[src/hw/rtl/mslc_pkg.sv]
// shared types, constants and register codes of the street lamp controller
// no dependencies; used by every other file of the block but mslc_out_if
`default_nettype none

package mslc_pkg;

  // field and register widths
  localparam int CntW     = 16;
  localparam int TickW    = 16;
  localparam int ThrW     = 8;
  localparam int ActW     = 2;
  localparam int SampleW  = 12;
  localparam int CfgIdxW  = 3;
  localparam int CfgDataW = 16;
  localparam int CmpW     = (CntW > TickW) ? CntW : TickW;

  // action codes of an input beat
  localparam logic [ActW-1:0] ACT_TICK   = 2'd0;
  localparam logic [ActW-1:0] ACT_MOTION = 2'd1;
  localparam logic [ActW-1:0] ACT_SOUND  = 2'd2;

  // configuration register indexes
  localparam logic [CfgIdxW-1:0] CFG_SOUND_THR  = 3'd0;
  localparam logic [CfgIdxW-1:0] CFG_ON_TIMEOUT = 3'd1;
  localparam logic [CfgIdxW-1:0] CFG_SOUND_HOLD = 3'd2;
  localparam logic [CfgIdxW-1:0] CFG_IDLE_SLEEP = 3'd3;
  localparam logic [CfgIdxW-1:0] CFG_BLINK      = 3'd4;

  // configuration reset values
  localparam logic [ThrW-1:0]  RST_SOUND_THR  = 8'd230;
  localparam logic [TickW-1:0] RST_ON_TIMEOUT = 16'd250;
  localparam logic [TickW-1:0] RST_SOUND_HOLD = 16'd150;
  localparam logic [TickW-1:0] RST_IDLE_SLEEP = 16'd3000;
  localparam logic [TickW-1:0] RST_BLINK      = 16'd25;

  typedef enum logic [1:0] {
    MODE_IDLE  = 2'd0,
    MODE_ON    = 2'd1,
    MODE_ALARM = 2'd2,
    MODE_SLEEP = 2'd3
  } mode_e;

  typedef struct packed {
    logic [ThrW-1:0]  sound_thr;
    logic [TickW-1:0] on_timeout;
    logic [TickW-1:0] sound_hold;
    logic [TickW-1:0] idle_sleep;
    logic [TickW-1:0] blink;
  } cfg_t;

  typedef struct packed {
    logic  lamp_on;
    mode_e mode;
    logic  status_led;
  } result_t;

endpackage

`default_nettype wire

[src/hw/rtl/mslc_in_if.sv]
// input channel of the lamp controller: valid/ready plus action and sample
// depends on mslc_pkg for field widths
`default_nettype none

interface mslc_in_if;
  logic                          valid;
  logic                          ready;
  logic [mslc_pkg::ActW-1:0]    action;
  logic [mslc_pkg::SampleW-1:0] sample_value;

  modport source (output valid, action, sample_value, input ready);
  modport sink   (input valid, action, sample_value, output ready);
endinterface

`default_nettype wire

[src/hw/rtl/mslc_out_if.sv]
// result channel of the lamp controller: valid/ready plus lamp, mode and led
// no package dependency beyond plain widths
`default_nettype none

interface mslc_out_if;
  logic       valid;
  logic       ready;
  logic       lamp_on;
  logic [1:0] mode;
  logic       status_led;

  modport source (output valid, lamp_on, mode, status_led, input ready);
  modport sink   (input valid, lamp_on, mode, status_led, output ready);
endinterface

`default_nettype wire

[src/hw/rtl/mslc_cfg.sv]
// configuration register file of the lamp controller, plain write port
// depends on mslc_pkg for widths, indexes and reset values
`default_nettype none

module mslc_cfg (
  input  wire logic                           clk_i,
  input  wire logic                           rst_ni,
  input  wire logic                           we_i,
  input  wire logic [mslc_pkg::CfgIdxW-1:0]  idx_i,
  input  wire logic [mslc_pkg::CfgDataW-1:0] data_i,
  output mslc_pkg::cfg_t                      cfg_o
);

  mslc_pkg::cfg_t cfg_q, cfg_d;

  // decode one register write
  always_comb begin
    cfg_d = cfg_q;
    if (we_i) begin
      unique case (idx_i)
        mslc_pkg::CFG_SOUND_THR:  cfg_d.sound_thr  = data_i[mslc_pkg::ThrW-1:0];
        mslc_pkg::CFG_ON_TIMEOUT: cfg_d.on_timeout = data_i[mslc_pkg::TickW-1:0];
        mslc_pkg::CFG_SOUND_HOLD: cfg_d.sound_hold = data_i[mslc_pkg::TickW-1:0];
        mslc_pkg::CFG_IDLE_SLEEP: cfg_d.idle_sleep = data_i[mslc_pkg::TickW-1:0];
        mslc_pkg::CFG_BLINK:      cfg_d.blink      = data_i[mslc_pkg::TickW-1:0];
        default: ;
      endcase
    end
  end

  always_ff @(posedge clk_i or negedge rst_ni) begin
    if (!rst_ni) begin
      cfg_q.sound_thr  <= mslc_pkg::RST_SOUND_THR;
      cfg_q.on_timeout <= mslc_pkg::RST_ON_TIMEOUT;
      cfg_q.sound_hold <= mslc_pkg::RST_SOUND_HOLD;
      cfg_q.idle_sleep <= mslc_pkg::RST_IDLE_SLEEP;
      cfg_q.blink      <= mslc_pkg::RST_BLINK;
    end else begin
      cfg_q <= cfg_d;
    end
  end

  assign cfg_o = cfg_q;

endmodule

`default_nettype wire

[src/hw/rtl/mslc_step.sv]
// mode state, counters and event slot of the lamp controller with the
// single-pass update for one beat; depends on mslc_pkg
`default_nettype none

module mslc_step (
  input  wire logic                          clk_i,
  input  wire logic                          rst_ni,
  input  wire logic                          step_i,
  input  wire mslc_pkg::cfg_t                cfg_i,
  input  wire logic [mslc_pkg::ActW-1:0]    action_i,
  input  wire logic [mslc_pkg::SampleW-1:0] sample_i,
  output mslc_pkg::result_t                  res_o
);

  typedef enum logic [2:0] {
    EV_NONE   = 3'd0,
    EV_TIMER  = 3'd1,
    EV_MOTION = 3'd2,
    EV_SOUND  = 3'd3,
    EV_SLEEP  = 3'd4
  } event_e;

  typedef logic [mslc_pkg::CntW-1:0] cnt_t;

  typedef struct packed {
    mslc_pkg::mode_e mode;
    event_e          ev;
    cnt_t            timeout_cnt;
    cnt_t            idle_cnt;
    cnt_t            hold_cnt;
    cnt_t            blink_cnt;
    logic            sound_recent;
    logic            blink_en;
    logic            lamp;
    logic            led;
  } st_t;

  st_t st_q, st_d;

  // saturating increment
  function automatic cnt_t bump(cnt_t c);
    return (c == '1) ? c : c + cnt_t'(1);
  endfunction

  // counter has reached its limit
  function automatic logic hit(cnt_t c, logic [mslc_pkg::TickW-1:0] lim);
    return mslc_pkg::CmpW'(c) >= mslc_pkg::CmpW'(lim);
  endfunction

  // timer and sleep overwrite the slot, others only fill an empty one
  function automatic event_e post(event_e slot, event_e e);
    if (e == EV_TIMER || e == EV_SLEEP) return e;
    return (slot == EV_NONE) ? e : slot;
  endfunction

  // leave the current mode and enter the next
  function automatic st_t go(st_t s, mslc_pkg::mode_e nxt);
    st_t r;
    r = s;
    if (s.mode == mslc_pkg::MODE_ON) begin
      r.led = 1'b0;
      if (nxt == mslc_pkg::MODE_IDLE) r.lamp = 1'b0;
    end else if (s.mode == mslc_pkg::MODE_ALARM) begin
      r.led      = 1'b0;
      r.blink_en = 1'b0;
      r.lamp     = 1'b0;
    end
    r.mode = nxt;
    unique case (nxt)
      mslc_pkg::MODE_IDLE: begin
        r.idle_cnt = '0;
        r.led      = 1'b1;
      end
      mslc_pkg::MODE_ON: begin
        r.idle_cnt    = '0;
        r.lamp        = 1'b1;
        r.timeout_cnt = '0;
      end
      mslc_pkg::MODE_ALARM: begin
        r.idle_cnt     = '0;
        r.sound_recent = 1'b0;
        r.hold_cnt     = '0;
        r.blink_en     = 1'b1;
        r.blink_cnt    = '0;
        r.timeout_cnt  = '0;
        r.lamp         = 1'b1;
      end
      mslc_pkg::MODE_SLEEP: begin
        r.lamp = 1'b0;
      end
    endcase
    return r;
  endfunction

  // one timer tick: timeout counter always, hold, blink and idle counters when active
  function automatic st_t tick(st_t s, mslc_pkg::cfg_t c);
    st_t r;
    r = s;
    r.timeout_cnt = bump(s.timeout_cnt);
    if (hit(r.timeout_cnt, c.on_timeout)) begin
      r.timeout_cnt = '0;
      r.ev          = post(r.ev, EV_TIMER);
    end
    if (s.sound_recent) begin
      r.hold_cnt = bump(s.hold_cnt);
      if (hit(r.hold_cnt, c.sound_hold)) begin
        r.hold_cnt     = '0;
        r.sound_recent = 1'b0;
      end
    end
    if (s.mode == mslc_pkg::MODE_ALARM && s.blink_en) begin
      r.blink_cnt = bump(s.blink_cnt);
      if (hit(r.blink_cnt, c.blink)) begin
        r.blink_cnt = '0;
        r.lamp      = ~s.lamp;
      end
    end
    if (s.mode == mslc_pkg::MODE_IDLE) begin
      r.idle_cnt = bump(s.idle_cnt);
      if (hit(r.idle_cnt, c.idle_sleep)) begin
        r.idle_cnt = '0;
        r.ev       = post(r.ev, EV_SLEEP);
      end
    end
    return r;
  endfunction

  // consume the pending event once
  function automatic st_t settle(st_t s);
    st_t r;
    r = s;
    unique case (s.mode)
      mslc_pkg::MODE_IDLE: begin
        r.led = 1'b1;
        if (s.ev == EV_MOTION) begin
          r.ev = EV_NONE;
          r    = go(r, s.sound_recent ? mslc_pkg::MODE_ALARM : mslc_pkg::MODE_ON);
        end else if (s.ev == EV_SOUND || s.ev == EV_TIMER) begin
          // stale events are dropped in idle
          r.ev = EV_NONE;
        end else if (s.ev == EV_SLEEP) begin
          r.ev = EV_NONE;
          r    = go(r, mslc_pkg::MODE_SLEEP);
        end
      end
      mslc_pkg::MODE_ON: begin
        if (s.ev == EV_MOTION) begin
          r.timeout_cnt = '0;
          r.ev          = EV_NONE;
        end else if (s.ev == EV_SOUND) begin
          r.ev = EV_NONE;
          r    = go(r, mslc_pkg::MODE_ALARM);
        end else if (s.ev == EV_TIMER) begin
          r.ev = EV_NONE;
          r    = go(r, mslc_pkg::MODE_IDLE);
        end
      end
      mslc_pkg::MODE_ALARM: begin
        if (s.ev == EV_MOTION) begin
          r.timeout_cnt = '0;
          r.ev          = EV_NONE;
        end else if (s.ev == EV_TIMER) begin
          r.ev = EV_NONE;
          r    = go(r, mslc_pkg::MODE_IDLE);
        end
      end
      mslc_pkg::MODE_SLEEP: ;
    endcase
    return r;
  endfunction

  // next state for the beat in the input register
  always_comb begin
    st_t s;
    s = st_q;
    if (st_q.mode == mslc_pkg::MODE_SLEEP) begin
      // only motion wakes the block
      if (action_i == mslc_pkg::ACT_MOTION) begin
        s.timeout_cnt = '0;
        s.mode        = mslc_pkg::MODE_IDLE;
        s.idle_cnt    = '0;
        s.led         = 1'b1;
      end
    end else begin
      unique case (action_i)
        mslc_pkg::ACT_TICK: s = tick(s, cfg_i);
        mslc_pkg::ACT_MOTION: begin
          s.led = 1'b1;
          s.ev  = post(s.ev, EV_MOTION);
        end
        mslc_pkg::ACT_SOUND: begin
          if (sample_i[mslc_pkg::SampleW-1 -: mslc_pkg::ThrW] > cfg_i.sound_thr) begin
            s.sound_recent = 1'b1;
            s.hold_cnt     = '0;
            if (st_q.mode != mslc_pkg::MODE_ALARM) s.ev = post(s.ev, EV_SOUND);
          end
        end
        default: ;
      endcase
      s = settle(s);
    end
    st_d = s;
  end

  // state register, updated once per beat
  always_ff @(posedge clk_i or negedge rst_ni) begin
    if (!rst_ni) begin
      st_q.mode         <= mslc_pkg::MODE_IDLE;
      st_q.ev           <= EV_NONE;
      st_q.timeout_cnt  <= '0;
      st_q.idle_cnt     <= '0;
      st_q.hold_cnt     <= '0;
      st_q.blink_cnt    <= '0;
      st_q.sound_recent <= 1'b0;
      st_q.blink_en     <= 1'b0;
      st_q.lamp         <= 1'b0;
      st_q.led          <= 1'b0;
    end else if (step_i) begin
      st_q <= st_d;
    end
  end

  // result of this beat
  assign res_o.lamp_on    = st_d.lamp;
  assign res_o.mode       = st_d.mode;
  assign res_o.status_led = st_d.led;

endmodule

`default_nettype wire

[src/hw/rtl/motion_sound_lamp_controller.sv]
// top level of the street lamp controller: input register, state update and
// result register; depends on mslc_pkg, mslc_in_if, mslc_out_if, mslc_cfg, mslc_step
//
//   channel | dir | payload                        | handshake
//   in_i    | in  | action, sample_value           | valid/ready
//   out_o   | out | lamp_on, mode, status_led      | valid/ready
//   cfg     | in  | cfg_we_i, cfg_idx_i, cfg_data_i | write enable only
//
// a beat waits in the input register until the result register is free, the state update
// runs combinationally on it and the result is registered in the output register
// one beat per cycle sustained while the result channel is ready
// a stalled result holds the state update; the input register still takes one beat
// reset clears all valid flags and the mode state and loads the configuration defaults
`default_nettype none

module motion_sound_lamp_controller (
  input  wire logic                           clk_i,
  input  wire logic                           rst_ni,
  mslc_in_if.sink                             in_i,
  mslc_out_if.source                          out_o,
  input  wire logic                           cfg_we_i,
  input  wire logic [mslc_pkg::CfgIdxW-1:0]  cfg_idx_i,
  input  wire logic [mslc_pkg::CfgDataW-1:0] cfg_data_i
);

  mslc_pkg::cfg_t    cfg;
  mslc_pkg::result_t res;

  logic                          in_vld_q, in_vld_d;
  logic [mslc_pkg::ActW-1:0]    action_q;
  logic [mslc_pkg::SampleW-1:0] sample_q;
  logic                          out_vld_q, out_vld_d;
  mslc_pkg::result_t             res_q;
  logic                          out_free;
  logic                          step;
  logic                          in_acc;

  // handshake control
  assign out_free = !out_vld_q || out_o.ready;
  assign step     = in_vld_q && out_free;
  assign in_i.ready = !in_vld_q || out_free;
  assign in_acc   = in_i.valid && in_i.ready;

  always_comb begin
    in_vld_d = in_vld_q;
    if (in_acc) in_vld_d = 1'b1;
    else if (step) in_vld_d = 1'b0;
  end

  always_comb begin
    out_vld_d = out_vld_q;
    if (step) out_vld_d = 1'b1;
    else if (out_o.ready) out_vld_d = 1'b0;
  end

  always_ff @(posedge clk_i or negedge rst_ni) begin
    if (!rst_ni) begin
      in_vld_q  <= 1'b0;
      out_vld_q <= 1'b0;
    end else begin
      in_vld_q  <= in_vld_d;
      out_vld_q <= out_vld_d;
    end
  end

  // input register payload
  always_ff @(posedge clk_i) begin
    if (in_acc) begin
      action_q <= in_i.action;
      sample_q <= in_i.sample_value;
    end
  end

  // result register payload
  always_ff @(posedge clk_i) begin
    if (step) res_q <= res;
  end

  mslc_cfg u_cfg (
    .clk_i  (clk_i),
    .rst_ni (rst_ni),
    .we_i   (cfg_we_i),
    .idx_i  (cfg_idx_i),
    .data_i (cfg_data_i),
    .cfg_o  (cfg)
  );

  mslc_step u_step (
    .clk_i    (clk_i),
    .rst_ni   (rst_ni),
    .step_i   (step),
    .cfg_i    (cfg),
    .action_i (action_q),
    .sample_i (sample_q),
    .res_o    (res)
  );

  assign out_o.valid      = out_vld_q;
  assign out_o.lamp_on    = res_q.lamp_on;
  assign out_o.mode       = res_q.mode;
  assign out_o.status_led = res_q.status_led;

endmodule

`default_nettype wire

[src/flat_wrapper.sv]
// flat-port wrapper written by rule: the top's interface ports become plain ports
module motion_sound_lamp_controller_flat 
  (clk_i, rst_ni, cfg_we_i, cfg_idx_i, cfg_data_i, in_i_valid, in_i_action, in_i_sample_value, in_i_ready, out_o_valid, out_o_lamp_on, out_o_mode, out_o_status_led, out_o_ready);
  mslc_in_if in_i_i ();
  mslc_out_if out_o_i ();
  input  wire logic clk_i;
  input  wire logic rst_ni;
  input  wire logic cfg_we_i;
  input  wire logic [mslc_pkg::CfgIdxW-1:0] cfg_idx_i;
  input  wire logic [mslc_pkg::CfgDataW-1:0] cfg_data_i;
  input wire logic [$bits(in_i_i.valid)-1:0] in_i_valid;
  input wire logic [$bits(in_i_i.action)-1:0] in_i_action;
  input wire logic [$bits(in_i_i.sample_value)-1:0] in_i_sample_value;
  output wire logic [$bits(in_i_i.ready)-1:0] in_i_ready;
  output wire logic [$bits(out_o_i.valid)-1:0] out_o_valid;
  output wire logic [$bits(out_o_i.lamp_on)-1:0] out_o_lamp_on;
  output wire logic [$bits(out_o_i.mode)-1:0] out_o_mode;
  output wire logic [$bits(out_o_i.status_led)-1:0] out_o_status_led;
  input wire logic [$bits(out_o_i.ready)-1:0] out_o_ready;
  assign in_i_i.valid = in_i_valid;
  assign in_i_i.action = in_i_action;
  assign in_i_i.sample_value = in_i_sample_value;
  assign in_i_ready = in_i_i.ready;
  assign out_o_valid = out_o_i.valid;
  assign out_o_lamp_on = out_o_i.lamp_on;
  assign out_o_mode = out_o_i.mode;
  assign out_o_status_led = out_o_i.status_led;
  assign out_o_i.ready = out_o_ready;
  motion_sound_lamp_controller u_core (.clk_i(clk_i), .rst_ni(rst_ni), .in_i(in_i_i), .out_o(out_o_i), .cfg_we_i(cfg_we_i), .cfg_idx_i(cfg_idx_i), .cfg_data_i(cfg_data_i));
endmodule
[config.mk]
export PLATFORM = sky130hd
export DESIGN_NAME = motion_sound_lamp_controller_flat
export DESIGN_NICKNAME = d
export VERILOG_FILES = /design/src/hw/rtl/mslc_pkg.sv /design/src/hw/rtl/mslc_in_if.sv /design/src/hw/rtl/mslc_out_if.sv /design/src/hw/rtl/mslc_cfg.sv /design/src/hw/rtl/mslc_step.sv /design/src/hw/rtl/motion_sound_lamp_controller.sv /design/src/flat_wrapper.sv
export SDC_FILE = /design/constraint.sdc
export NUM_CORES = 1
export LEC_CHECK = 0
export BUFFER_PORTS_ARGS = -buffer_cell sky130_fd_sc_hd__buf_2
export CORE_ASPECT_RATIO = 1.2
export CORE_MARGIN = 8
export CORE_UTILIZATION = 41
export CTS_CLUSTER_DIAMETER = 150
export DETAILED_ROUTE_END_ITERATION = 10
export PLACE_DENSITY_LB_ADDON = 0.15
export SETUP_SLACK_MARGIN = 0.2
export SYNTH_ARGS = -nofsm -noshare
export SYNTH_HDL_FRONTEND = slang
export SYNTH_HIERARCHICAL = 1
export SYNTH_SLANG_ARGS = --single-unit
[constraint.sdc]
create_clock -name clk_i -period 6.52 [get_ports clk_i]
set_input_delay 0.326 -clock clk_i [delete_from_list [all_inputs] [get_ports clk_i]]
set_output_delay 0.326 -clock clk_i [all_outputs]
set_load 0.01 [all_outputs]
* Word level (Yosys, flattened, before mapping)
Cells that the tools add are included.
Cells by class: add/subtract/negate cells 4, magnitude comparators 5, eq/ne operators 23, mux-type cells 81, bitwise operators 2, reduce and logical (&&, ||, !) cells 26
Operators with widths (number):
- $mux W73 | 5
- $mux W16 | 16
- $pmux W73 S3 | 1
- $mux W32 | 4
- $mux W52 | 2
- $mux W19 | 5
- $mux W68 | 1
- $add A16 B1 Y16 const B | 4
- $eq A16 B16 Y1 const B | 4
- $ge A16 B16 Y1 | 4
- $mux W3 | 12
- $mux W34 | 1
- $pmux W16 S2 | 1
- $mux W1 | 22
- $mux W2 | 8
- $reduce_and A2 Y1 | 7
- $eq A2 B2 Y1 const B | 6
- $eq A3 B2 Y1 const B | 4
- $logic_not A3 Y1 | 3
- $pmux W3 S3 | 1
- $gt A8 B8 Y1 | 1
- $logic_not A2 Y1 | 4
- $eq A2 B1 Y1 const B | 3
- $eq A3 B1 Y1 const B | 2
- other kinds (11) | 20
Storage, ports and cells: register bits 165, input port bits 38, output and inout port bits 6, word-level logic and storage cells 163

* Depth between registers and ports, before layout
Gate-level depths: netlist (run 1).
depth in word-level cells 23, depth in mapped cells 22

* Cells and area by module
Netlist (run 1), hierarchy kept.
Modules (own cells, without submodules):
- mslc_step | instances 1, cells each 836, area an instance 6792.8 µm², seq. area each 1826.8 µm²
- mslc_cfg | instances 1, cells each 156, area an instance 2766.4 µm², seq. area each 1833.0 µm²
- motion_sound_lamp_controller | instances 1, cells each 26, area an instance 644.4 µm², seq. area each 590.6 µm²

* Worst setup path before layout (run 1)
Ideal clock, no wire load.
path type register -> register, start reg u_core/u_step/st_q[39] (netlist bit), end reg u_core/u_step/st_q[21] (netlist bit), library setup time 0.122 ns, arrival time 4.762 ns, path slack 1.636 ns, cell stages (with the launch flop) 20, buffers on the path 4, period minus slack after synthesis 4.884 ns, cells stage by stage dfrtp_1 > clkbuf_1 > nand4_1 > nor4_1 > nand2_1 > or3_1 > clkbuf_1 > xnor2_1 > ha_1 > nand2b_4 > a2111oi_2 > o21ai_1 > a2111o_1 > buf_6 > a221oi_4 > nand2_2 > a221oi_4 > o41ai_2 > buf_6 > a32o_1
Between the ends: word-level cells in the longest chain between the ends 12, elaborated cells between the ends (all ways) 18, those cells by class 1 x add/sub; 1 x order compare; 4 x eq/ne; 11 x mux; 1 x reduce/logical
Ends and longest elaborated chain:
- start, declared | line mslc_step.sv:38 | st_t st_q, st_d;
- start signal, assigned | line mslc_step.sv:219 | st_q <= st_d;
- $add A16 B1 Y16 or $eq A16 B16 Y1 (tied branches) | line mslc_step.sv:42 | return (c == '1) ? c : c + cnt_t'(1);
- $mux W16 * | line mslc_step.sv:42
- $ge A16 B16 Y1 * | line mslc_step.sv:47 | return mslc_pkg::CmpW'(c) >= mslc_pkg::CmpW'(lim);
- $mux W3 * | line mslc_step.sv:120 | if (hit(r.idle_cnt, c.idle_sleep)) begin
- $mux W3 * | line mslc_step.sv:118 | if (s.mode == mslc_pkg::MODE_IDLE) begin
- $pmux W3 S3 * | line mslc_step.sv:185 | unique case (action_i)
- $mux W3 * | line mslc_step.sv:176 | if (st_q.mode == mslc_pkg::MODE_SLEEP) begin
- $eq A3 B2 Y1 or $eq A3 B1 Y1 (tied branches) | line mslc_step.sv:138, mslc_step.sv:150
- $logic_or A1 B1 Y1 | line mslc_step.sv:138 | end else if (s.ev == EV_SOUND || s.ev == EV_TIMER) begin
- $mux W68 | line mslc_step.sv:138
- $mux W73 | line mslc_step.sv:135 | if (s.ev == EV_MOTION) begin
- $pmux W73 S3 * | line mslc_step.sv:132 | unique case (s.mode)
Every way passes the cells marked *; elsewhere a longest branch is shown, timed or not. The select of a mux whose other input is x is not followed. A chain may end at the register's enable or synchronous reset.

* Final worst setup path (run 1)
start reg u_core/u_step/st_q[39] (netlist bit), end reg u_core/u_step/st_q[61] (netlist bit)
Between the ends: word-level cells in the longest chain between the ends 13, elaborated cells between the ends (all ways) 19, those cells by class 1 x add/sub; 1 x order compare; 4 x eq/ne; 12 x mux; 1 x reduce/logical
Ends and longest elaborated chain (line):
- $add A16 B1 Y16 or $eq A16 B16 Y1 (tied branches) | mslc_step.sv:42
- $mux W16 * | mslc_step.sv:42
- $ge A16 B16 Y1 * | mslc_step.sv:47
- $mux W3 * | mslc_step.sv:120
- $mux W3 * | mslc_step.sv:118
- $pmux W3 S3 * | mslc_step.sv:185
- $mux W3 * | mslc_step.sv:176
- $eq A3 B2 Y1 or $eq A3 B1 Y1 (tied branches) | mslc_step.sv:138, mslc_step.sv:150
- $logic_or A1 B1 Y1 | mslc_step.sv:138
- $mux W68 | mslc_step.sv:138
- $mux W73 | mslc_step.sv:135
- $pmux W73 S3 * | mslc_step.sv:132
- $mux W32 * | mslc_step.sv:176
Marks and branches as above.

==> results of run 1 <==
==> through the flow <==
step | hold WS [ps] | cell area, um^2 | power, W | util (%)
2_1_floorplan | 30.41 | 10080 | 0.002085 | -
3_3_place_gp | 467.5 | 10640 | 0.002347 | 43.55
3_5_place_dp | 474.7 | 10640 | 0.002363 | 43.55
4_1_cts | 33.59 | 11250 | 0.003426 | 46.06
5_1_grt | 47.32 | 11260 | 0.003614 | 46.07
6_report | -6.023 | 11260 | 0.003387 | 46.07
==> per-layer routing <==
metal | share of wire (%) | GRT usage (%)
met5 | 0 | 0
met4 | 2.3 | 5.487
met3 | 2.9 | 2.917
met2 | 50 | 28.83
met1 | 45 | 20.46
==> worst paths after layout <==
| path | slack (ps) | end | from |
|---|---|---|---|
| worst max-delay path | 660 | u_core/u_step/st_q[61] | u_core/u_step/st_q[39] |
| worst min-delay path | -6 | u_core/u_step/st_q[16] | rst_ni |
| max in group asynchronous | 5250 | u_core/u_step/st_q[69] | rst_ni |
| worst min register to register | 490 | u_core/u_cfg/cfg_o[38] | u_core/u_cfg/cfg_o[38] |
| min in group clk_i | 70 | u_core/sample_q[9] | in_i_sample_value[9] |
| worst max register to register | 660 | u_core/u_step/st_q[61] | u_core/u_step/st_q[39] |
==> cell usage in the layout (no fill, tap or decap), types with 7 or more instances in the layout <==
master and count:
nand2b_1 9, edfxtp_1 14, o21ai_0 39, inv_1 88
a211oi_1 10, nor3_1 23, or3_1 9, nor2_1 53
nand2_1 81, nor2b_1 10, a22o_1 31, buf_4 15
nand4_1 25, and2_1 7, dfstp_2 25, xnor2_1 25
mux2_1 21, xor2_1 8, o21a_1 9, and3_1 10
buf_2 38, clkbuf_16 17, a31oi_1 9, ha_1 76
nand3_1 34, mux2_2 57, a32o_1 14, a21o_1 19
dfrtp_1 122, a21oi_1 58
==> state kept, by name, summed over array words and instances, names as in the netlist <==
name                     cells
u_core/out_o.mode            2
u_core/action_q              2
u_core/u_cfg/cfg_o          72
u_core/in_vld_q              1
u_core/out_o.valid           1
u_core/out_o.lamp_on         1
u_core/u_step/st_q          73
u_core/out_o.status_led      1
u_core/sample_q              8
==> worst max-delay path, cell delays in order (launching register included) <==
cell	delay, ps
dfrtp_1	490
nand4_1	210
nor4_1	560
nand2_1	130
or3_1	560
and2_1	290
nand3_1	110
or2_2	120
nand2_1	60
ha_1	270
or3_1	310
a21oi_1	170
nor3_1	80
a2111o_1	590
a211oi_4	510
a211oi_1	170
buf_4	180
nor3_2	460
buf_4	270
a21oi_1	80
a31oi_1	150
==> report_power, final <==
group | switching (W) | leakage [nW] | total (W) | internal [W]
Clock | 0.000436 | 0.286 | 0.00104 | 0.000607
Sequential | 0.000134 | 1.97 | 0.00134 | 0.00121
Combinational | 0.000592 | 2.83 | 0.00100 | 0.000411
Total | 0.00116 | 5.09 | 0.00339 | 0.00223
==> final cells by class <==
class / instances / area [um^2] / area share (%)
clock buffers: 17 / 425.4 / 3.779
clock inverters: 15 / 186.4 / 1.656
inverters: 89 / 334.1 / 2.967
multi-input cells: 726 / 5461 / 48.51
flip-flops and latches: 161 / 4130 / 36.69
well taps: 325 / 406.6 / 3.612
repair buffers: 54 / 314.1 / 2.790
==> repair_timing <==
item / 4_1_cts / 5_1_grt
buffers inserted: 0 / 0
hold buffers: 0 / 0
endpoints found under the setup margin: 0 / 14
resized for setup: 0 / 1
==> impl_metrics.tcl, run 1 <==
set metrics [dict create \
    run_status "finished with violations" \
    violations "hold timing" \
    leakage_nw 5.088 \
    timing.setup.tns_ps 0 \
    clock_latency_ps 420 \
    cp_max_fo 13 \
    fin_skew_ps 9.746 \
    die_area_um2 29890 \
    ios 44 \
    finalHoldViolCount 4 \
    die_y_um 187.8 \
    worstSetupPathType "reg2reg" \
    max_freq_mhz 170.7 \
    wl_mm 24.46 \
    cts_tree "done" \
    dp_hpwl_mm 18.15 \
    grt_max_degree 91 \
    cp.arrival_ps 6200 \
    post-place-ws_ps 587.5 \
    grt_overflow 0 \
    r2r_cells 20 \
    viasPerCell 5.529 \
    syn_area_um2 10080 \
    ir_drop_mv 0.1762 \
    drt_drc_violations_left 0 \
    cp-start-kind "register" \
    antenna_violating_nets_post_route 0 \
    htreeDepth 4 \
    min_period_ps 5858 \
    syn_nets 1128 \
    ys_warn_count 6 \
    post_route_cells_drive_above_1_share_pct 18.46 \
    holdCritPathClass "in2async" \
    rows 63 \
    n_fill_cell 2339 \
    clk_pin_slew_ps 70 \
    clock_path_buffers 2 \
    clockRootBuffer "clkbuf_16" \
    synthCells 1014 \
    clock_sinks 161 \
    syn_to_final_growth_pct 11.65 \
    placedCellCount 1355 \
    initial_utilization_pct 41.26 \
    maxCapViolations 0 \
    fin_crit_sh_pct 89.84 \
    power_density_nw_per_um2 300.9 \
    syn_area_per_cell_um2 9.944 \
    worstMarginPinSlew_ps 844.1 \
    vias 7669 \
    setup_ws_ps 662.5 \
    antennaDiodeCount 0 \
    gp_congestion 0.8451 \
    core_um2 24440 \
    maxSlewViolCount 0 \
    grt_pass1_wl_mm 39.92 \
    setup_viol 0 \
    wire_per_inst_um 17.64 \
    slew-limit-headroom_pct 42.99 \
    drt_iter0_markers 342 \
    worstPathRequired_ps 6860 \
    antenna_found_initial 0 \
    worst_setup_path_end_kind "register" \
    grt_usage_pct 16.59 \
    portBuffers 39 \
    drt_first_pass_iters 5 \
    fin_cells 1387 \
    die_w_um 159.2 \
    rsz0062_at_grt "false" \
    nets 1163 \
    fin_hold_ws_ps -6.023 \
    grt_pass1_vias 7554 \
    cts_buffers 17 \
]
No activity file was read; power rests on OpenSTA's default activity.
==> run 2: changes to the inputs <==
CORE_MARGIN = not set   (was 8)
SYNTH_HIERARCHICAL = not set   (was 1)
==> run 2 against run 1 <==
Net effect:
- largest power group unchanged
- critical path type unchanged
- register-to-register slack better by 80 ps
- critical path depth is 2 lower
- critical endpoint is now u_core.u_step.st_q[43]
- the run now ends clean
- combinational power is 9% lower
- sequential share of layout area rose by 0.92 points
- highest routed layer unchanged
==> impl_metrics.tcl, run 2 <==
set metrics [dict create \
    synth_compound_area_share_pct 20.30 \
    setup_viol 0 \
    timing.setup.tns_ps 0 \
    syn_area_um2 9882 \
    clock_latency_ps 430 \
    grt_usage_pct 21.06 \
    r2r-start "u_core.u_step.st_q[40]" \
    synth_mux_area_share_pct 2.735 \
    layout_common_cells "128 x nand2_1, 122 x dfrtp_1, 93 x o21ai_0" \
    min_to "u_core.sample_q[10]" \
    wire_per_inst_um 17.09 \
    cpMaxStageDelayCell "o41ai_2" \
    power_density_nw_per_um2 295.5 \
    postSynth.asyncResetShare_pct 91.30 \
    leakage_nw 4.878 \
    finalHoldViolCount 0 \
    antenna_violating_nets_post_route 0 \
    synth_xor_xnor_area_share_pct 3.811 \
    vias 7766 \
    synthSimpleGateAreaFrac_pct 16.43 \
    die_y_um 172.1 \
    yosysMostFrequentCell "nand2_1" \
    antennaDiodeCount 0 \
    synthAdderAreaFrac_pct 9.724 \
    holdCritPathClass "in2reg" \
    fin_area_um2 10980 \
    initial_utilization_pct 42.17 \
    power_w 0.003246 \
    clock_path_buffers 2 \
    yosys-top-cells-count "128 x nand2_1, 122 x dfrtp_1, 93 x o21ai_0" \
    fin_cells 1426 \
    worstPathRequired_ps 6880 \
    syn_area_per_cell_um2 9.244 \
    cp.buffers_inverters 0 \
    layout_commonest_cell "nand2_1" \
    crit_family "compound AO/OA/AOI/OAI gates" \
    syn_nets 1183 \
    cp.depth 18 \
    maxSlewViolCount 0 \
    run_status "completed" \
    worstMarginPinSlew_ps 1226 \
    worstSetupPathType "reg2reg" \
    largest_reg_flops 73 \
    cp.arrival_ps 6140 \
    yosys-top-cells-area "dfrtp_1 31%, ha_1 9.6%, dfstp_2 6.6%" \
    post_route_cells_drive_above_1_share_pct 14.76 \
    die_w_um 143.7 \
    slowest_delay_ps 1050 \
    cts_tree "done" \
    cp_max_fo 11 \
    ios 44 \
    drt_iter0_markers 391 \
    n_fill_cell 2284 \
    grt_max_degree 77 \
    wl_mm 24.37 \
    yosysSeqAreaShare_pct 41.80 \
    ir_drop_mv 0.1711 \
    synth_cell_type_count 71 \
    r2r_cells 18 \
    rows 61 \
    clockRootBuffer "clkbuf_16" \
    slew-limit-headroom_pct 17.40 \
    synthCells 1069 \
    worstHoldStart "in_i_sample_value[10]" \
    grt_overflow 0 \
    nets 1212 \
    fin_skew_ps 12.03 \
    drt_drc_violations_left 0 \
    fin_crit_sh_pct 88.67 \
    min_period_ps 5781 \
    portBuffers 39 \
    clock_sinks 161 \
    synth_top_area_share_pct 30.89 \
    synth_edf_count 14 \
    synth_top_family_by_area "compound AO/OA/AOI/OAI gates" \
    clk_pin_slew_ps 70 \
    maxCapViolations 0 \
    worst_setup_path_end_kind "register" \
    cts_buffers 17 \
    reg2reg_slack_ps 740 \
    regMostFlops "u_core.u_step.st_q" \
    ys_warn_count 0 \
    synth.largest_area_cell "dfrtp_1" \
    dp_hpwl_mm 17.30 \
    max_freq_mhz 173.0 \
    crit_start "u_core.u_step.st_q[40]" \
    hold_depth 1 \
    die_area_um2 24730 \
    synth_ff_type "dfrtp_1" \
    antenna_found_initial 0 \
    grt_pass1_wl_mm 39.47 \
    synth_seq_cells 161 \
    drt_first_pass_iters 4 \
    placedCellCount 1393 \
    core_um2 23430 \
    grt_pass1_vias 7478 \
    cp-start-kind "register" \
    gp_congestion 0.8473 \
    viasPerCell 5.446 \
    htreeDepth 4 \
    syn_to_final_growth_pct 11.15 \
    reg2reg_to "u_core.u_step.st_q[43]" \
    crit_path_cell_trace "and4_1, nand4_1, nor2_1, nand2_1, or3_1, nor2b_1, nor2b_1, xnor2_1, ha_1, nand2_1, or3_4, o31a_1, a21oi_2, a211o_1, nor2_2, o21a_1, o41ai_2, a22o_2" \
    rsz0062_at_grt "false" \
    detailed_place.area_um2 10400 \
]
==> run 2: cell type report <==
cell class                      instances  area (um^2)  area share (%)
Clock inverter                         15        150.1           1.367
Clock buffer                           17        425.4           3.873
Tap cell                              315        394.1           3.588
Multi-Input combinational cell        777         5245           47.75
Sequential cell                       161         4130           37.60
Inverter                               88        330.3           3.007
Timing Repair Buffer                   53        309.0           2.814
==> run 2: worst max-delay path by stage <==
stage | end | slack [ps]
2_1_floorplan | u_core.u_step.st_q[7] | 1690
3_3_place_gp | u_core.u_step.st_q[43] | 830
3_5_place_dp | u_core.u_step.st_q[48] | 770
4_1_cts | u_core.u_step.st_q[46] | 720
5_1_grt | u_core.u_step.st_q[49] | 330
6_report | u_core.u_step.st_q[43] | 740
==> run 2: metrics by stage <==
| step | hold WS (ps) | util [%] | setup slack, ps |
|---|---|---|---|
| after floorplan | 30.41 | - | 1694 |
| after global placement | 404.2 | 44.38 | 832.6 |
| after detailed placement | 409.9 | 44.38 | 767.1 |
| after CTS | 52.27 | 46.88 | 722.7 |
| after global routing | 44.04 | 46.88 | 326.8 |
| final | 68.46 | 46.88 | 738.6 |
==> run 2: logic make-up after synthesis <==
logic type / Yosys count
XOR/XNOR: 43
AND/OR/NAND/NOR: 335
adder cells (fa/ha/maj): 77
flip-flops: 161
AO/OA/AOI/OAI: 298
multiplexers: 24
buffers and inverters: 131
==> run 2: report_power, final <==
part / internal [W] / switching, W
Combinational: 0.000375 / 0.000539
Sequential: 0.00119 / 0.000144
Clock: 0.000537 / 0.000458
Total: 0.00211 / 0.00114
==> run 2: repair_timing <==
action,CTS,global route
resized for setup,0,0
endpoints found under the hold margin,66,0
endpoints found under the setup margin,0,0
buffers inserted,0,0
hold buffers,1,0
==> run 2: layer usage <==
| metal | wire [um] | track usage (%) | part of all wire, % |
|---|---|---|---|
| met1 | 11660 | 27.93 | 48 |
| met5 | 0 | 0 | 0 |
| met4 | 293 | 5.550 | 1.2 |
| met2 | 11820 | 35.69 | 49 |
| met3 | 595 | 3.157 | 2.4 |
==> run 3: changes to the inputs <==
RECOVER_POWER = 25   (was not set)
SLEW_MARGIN = 20   (was not set)
==> run 3 against run 2 <==
Net effect:
- the run now ends with capacitance limit, slew limit left
- design area shrank 0.27%
- routed wire length is 0.28% lower
- sequential power is essentially flat
- final cell count stayed put
- sequential share of layout area grew 0.10 points
- setup slack gained 47 ps
- die area is the same
- maximum frequency grew 0.82%
- via count stayed put
- clock skew down 3.0 ps
- combinational power is essentially flat
- global-route usage increased by 0.082 points
==> impl_metrics.tcl, run 3 (same netlist as run 2, synthesis figures left out) <==
set metrics [dict create \
    drt_iter0_markers 459 \
    clk_pin_slew_ps 70 \
    cp.arrival_ps 6080 \
    finalHoldViolCount 0 \
    setup_viol 0 \
    max_freq_mhz 174.4 \
    nets 1212 \
    detailed_place.area_um2 10410 \
    ios 44 \
    die_w_um 143.7 \
    reg2reg_to "u_core.u_step.st_q[13]" \
    maxCapViolations 1 \
    regMostFlops "u_core.u_step.st_q" \
    initial_utilization_pct 42.17 \
    clock_path_buffers 2 \
    area.sequential_um2 4130 \
    fin_hold_ws_ps 63.51 \
    cts_setup_buffers 0 \
    grt_pass1_wl_mm 39.63 \
    timing.setup.tns_ps 0 \
    cts_buffers 17 \
    worstHoldStart "in_i_sample_value[6]" \
    r2r_cells 17 \
    crit_path_cell_trace "nand4_1, or4_1, nor4_1, and2_1, nand2_1, nand4_1, nor2_1, xnor2_1, ha_1, a21o_1, a21o_1, a21o_1, a221o_1, a21oi_1, and2_1, o21ai_0, a31oi_1" \
    antenna_violating_nets_post_route 0 \
    n_fill_cell 2323 \
    grt_pass1_vias 7506 \
    power_density_nw_per_um2 294.0 \
    vias 7766 \
    hold_depth 1 \
    clock_sinks 161 \
    viasPerCell 5.446 \
    cp_max_fo 22 \
    cp-start-kind "register" \
    rsz0062_at_grt "false" \
    layout_common_cells "128 x nand2_1, 122 x dfrtp_1, 93 x o21ai_0" \
    post-place-ws_ps 872.0 \
    drt_drc_violations_left 0 \
    post_route_cells_drive_above_1_share_pct 14.13 \
    die_y_um 172.1 \
    layout_commonest_cell "nand2_1" \
    drt_first_pass_iters 4 \
    multi_input_area_um2 5251 \
    worstSetupPathType "reg2reg" \
    grt_max_degree 77 \
    leakage_nw 4.844 \
    slew-limit-headroom_pct -179.2 \
    htreeDepth 4 \
    wire_per_inst_um 17.04 \
    grt_usage_pct 21.14 \
    cpMaxStageDelayCell "and2_1" \
    fin_crit_sh_pct 87.95 \
    antennaDiodeCount 0 \
    ir_drop_mv 0.1799 \
    holdCritPathClass "in2reg" \
    antenna_found_initial 0 \
    setup_ws_ps 785.4 \
    maxSlewViolCount 77 \
    final_core_util_pct 46.75 \
    cp_common_cell "a21o_1" \
    min_period_ps 5735 \
    slowest_delay_ps 720 \
    rows 61 \
    cts_tree "done" \
    min_to "u_core.sample_q[6]" \
    syn_to_final_growth_pct 10.85 \
    portBuffers 39 \
    core_um2 23430 \
    dp_hpwl_mm 17.30 \
    clockRootBuffer "clkbuf_16" \
    worstPathRequired_ps 6870 \
    violations "capacitance limit, slew limit" \
    run_status "finished with violations" \
    fin_area_um2 10950 \
    largest_reg_flops 73 \
    r2r-start "u_core.u_step.st_q[7]" \
    die_area_um2 24730 \
    grt_overflow 0 \
    wl_mm 24.31 \
    clock_latency_ps 430 \
    gp_congestion 0.8473 \
    reg2reg_slack_ps 790 \
    worst_setup_path_end_kind "register" \
    worstMarginPinSlew_ps 4188 \
    fin_skew_ps 9.029 \
]
==> run 3: changes by cell type in the layout (fill, tap and decap cells not counted), moves of 2 or more <==
cell | previous run | this run
buf_4 | 13 | 10
clkinv_4 | 4 | 2
clkbuf_1 | 0 | 5
clkinvlp_4 | 3 | 5
inv_8 | 2 | 0
==> run 3: worst max path at each step <==
stage | to | depth (start not counted) | slack [ps] | start
3_5_place_dp | u_core.u_step.st_q[10] | 17 | 870 | u_core.u_step.st_q[7]
4_1_cts | u_core.u_step.st_q[13] | 17 | 850 | u_core.u_step.st_q[7]
3_3_place_gp | u_core.u_step.st_q[43] | 18 | 830 | u_core.u_step.st_q[40]
5_1_grt | u_core.u_step.st_q[11] | 17 | 420 | u_core.u_step.st_q[7]
6_report | u_core.u_step.st_q[13] | 17 | 790 | u_core.u_step.st_q[7]
2_1_floorplan | u_core.u_step.st_q[7] | 20 | 1690 | u_core.u_step.st_q[56]
==> run 3: through the flow <==
stage,power [W],std cells
after floorplan,0.002006,1069
after global placement,0.002247,1393
after detailed placement,0.002271,1393
after CTS,0.003255,1426
after global routing,0.003439,1426
final,0.003221,1426
==> run 3: power breakdown <==
group          internal, W  total, W  switching (W)  leakage, nW
Sequential         0.00119   0.00134       0.000143         1.96
Clock             0.000528  0.000973       0.000445        0.260
Combinational     0.000375  0.000912       0.000537         2.62
Total              0.00210   0.00322        0.00112         4.84
==> run 3: cell type report <==
type / instances / share of cell area [%]
clock inverter: 15 / 1.222
clock buffer: 17 / 3.883
tap: 315 / 3.598
inverter: 88 / 3.015
timing repair buffer: 53 / 2.638
sequential: 161 / 37.70
multi-input combinational: 777 / 47.94
==> run 3: worst max-delay path, delay by kind of cell, from the launching register on <==
kind                       cells  cell delay [ps]
and+or+nand+nor                8             2960
AOI/OAI and AO/OA              7             1670
DFF                            1              540
adders and majority gates      1              310
xor gates and xnor gates       1              150
==> run 3: per-layer routing <==
layer / wire (um) / vias to the layer above / global-route usage (%)
li1: - / 3880 / -
met3: 616 / 29 / 3.157
met1: 11590 / 3759 / 27.71
met2: 11630 / 98 / 35.69
met5: 0 / - / 0
met4: 476 / 0 / 6.753
==> run 3: what timing repair did <==
| action | CTS | global route |
|---|---|---|
| gates resized for setup | 0 | 0 |
| hold buffers | 1 | 0 |
| hold endpoints to repair | 66 | 0 |
| setup endpoints to repair | 0 | 0 |
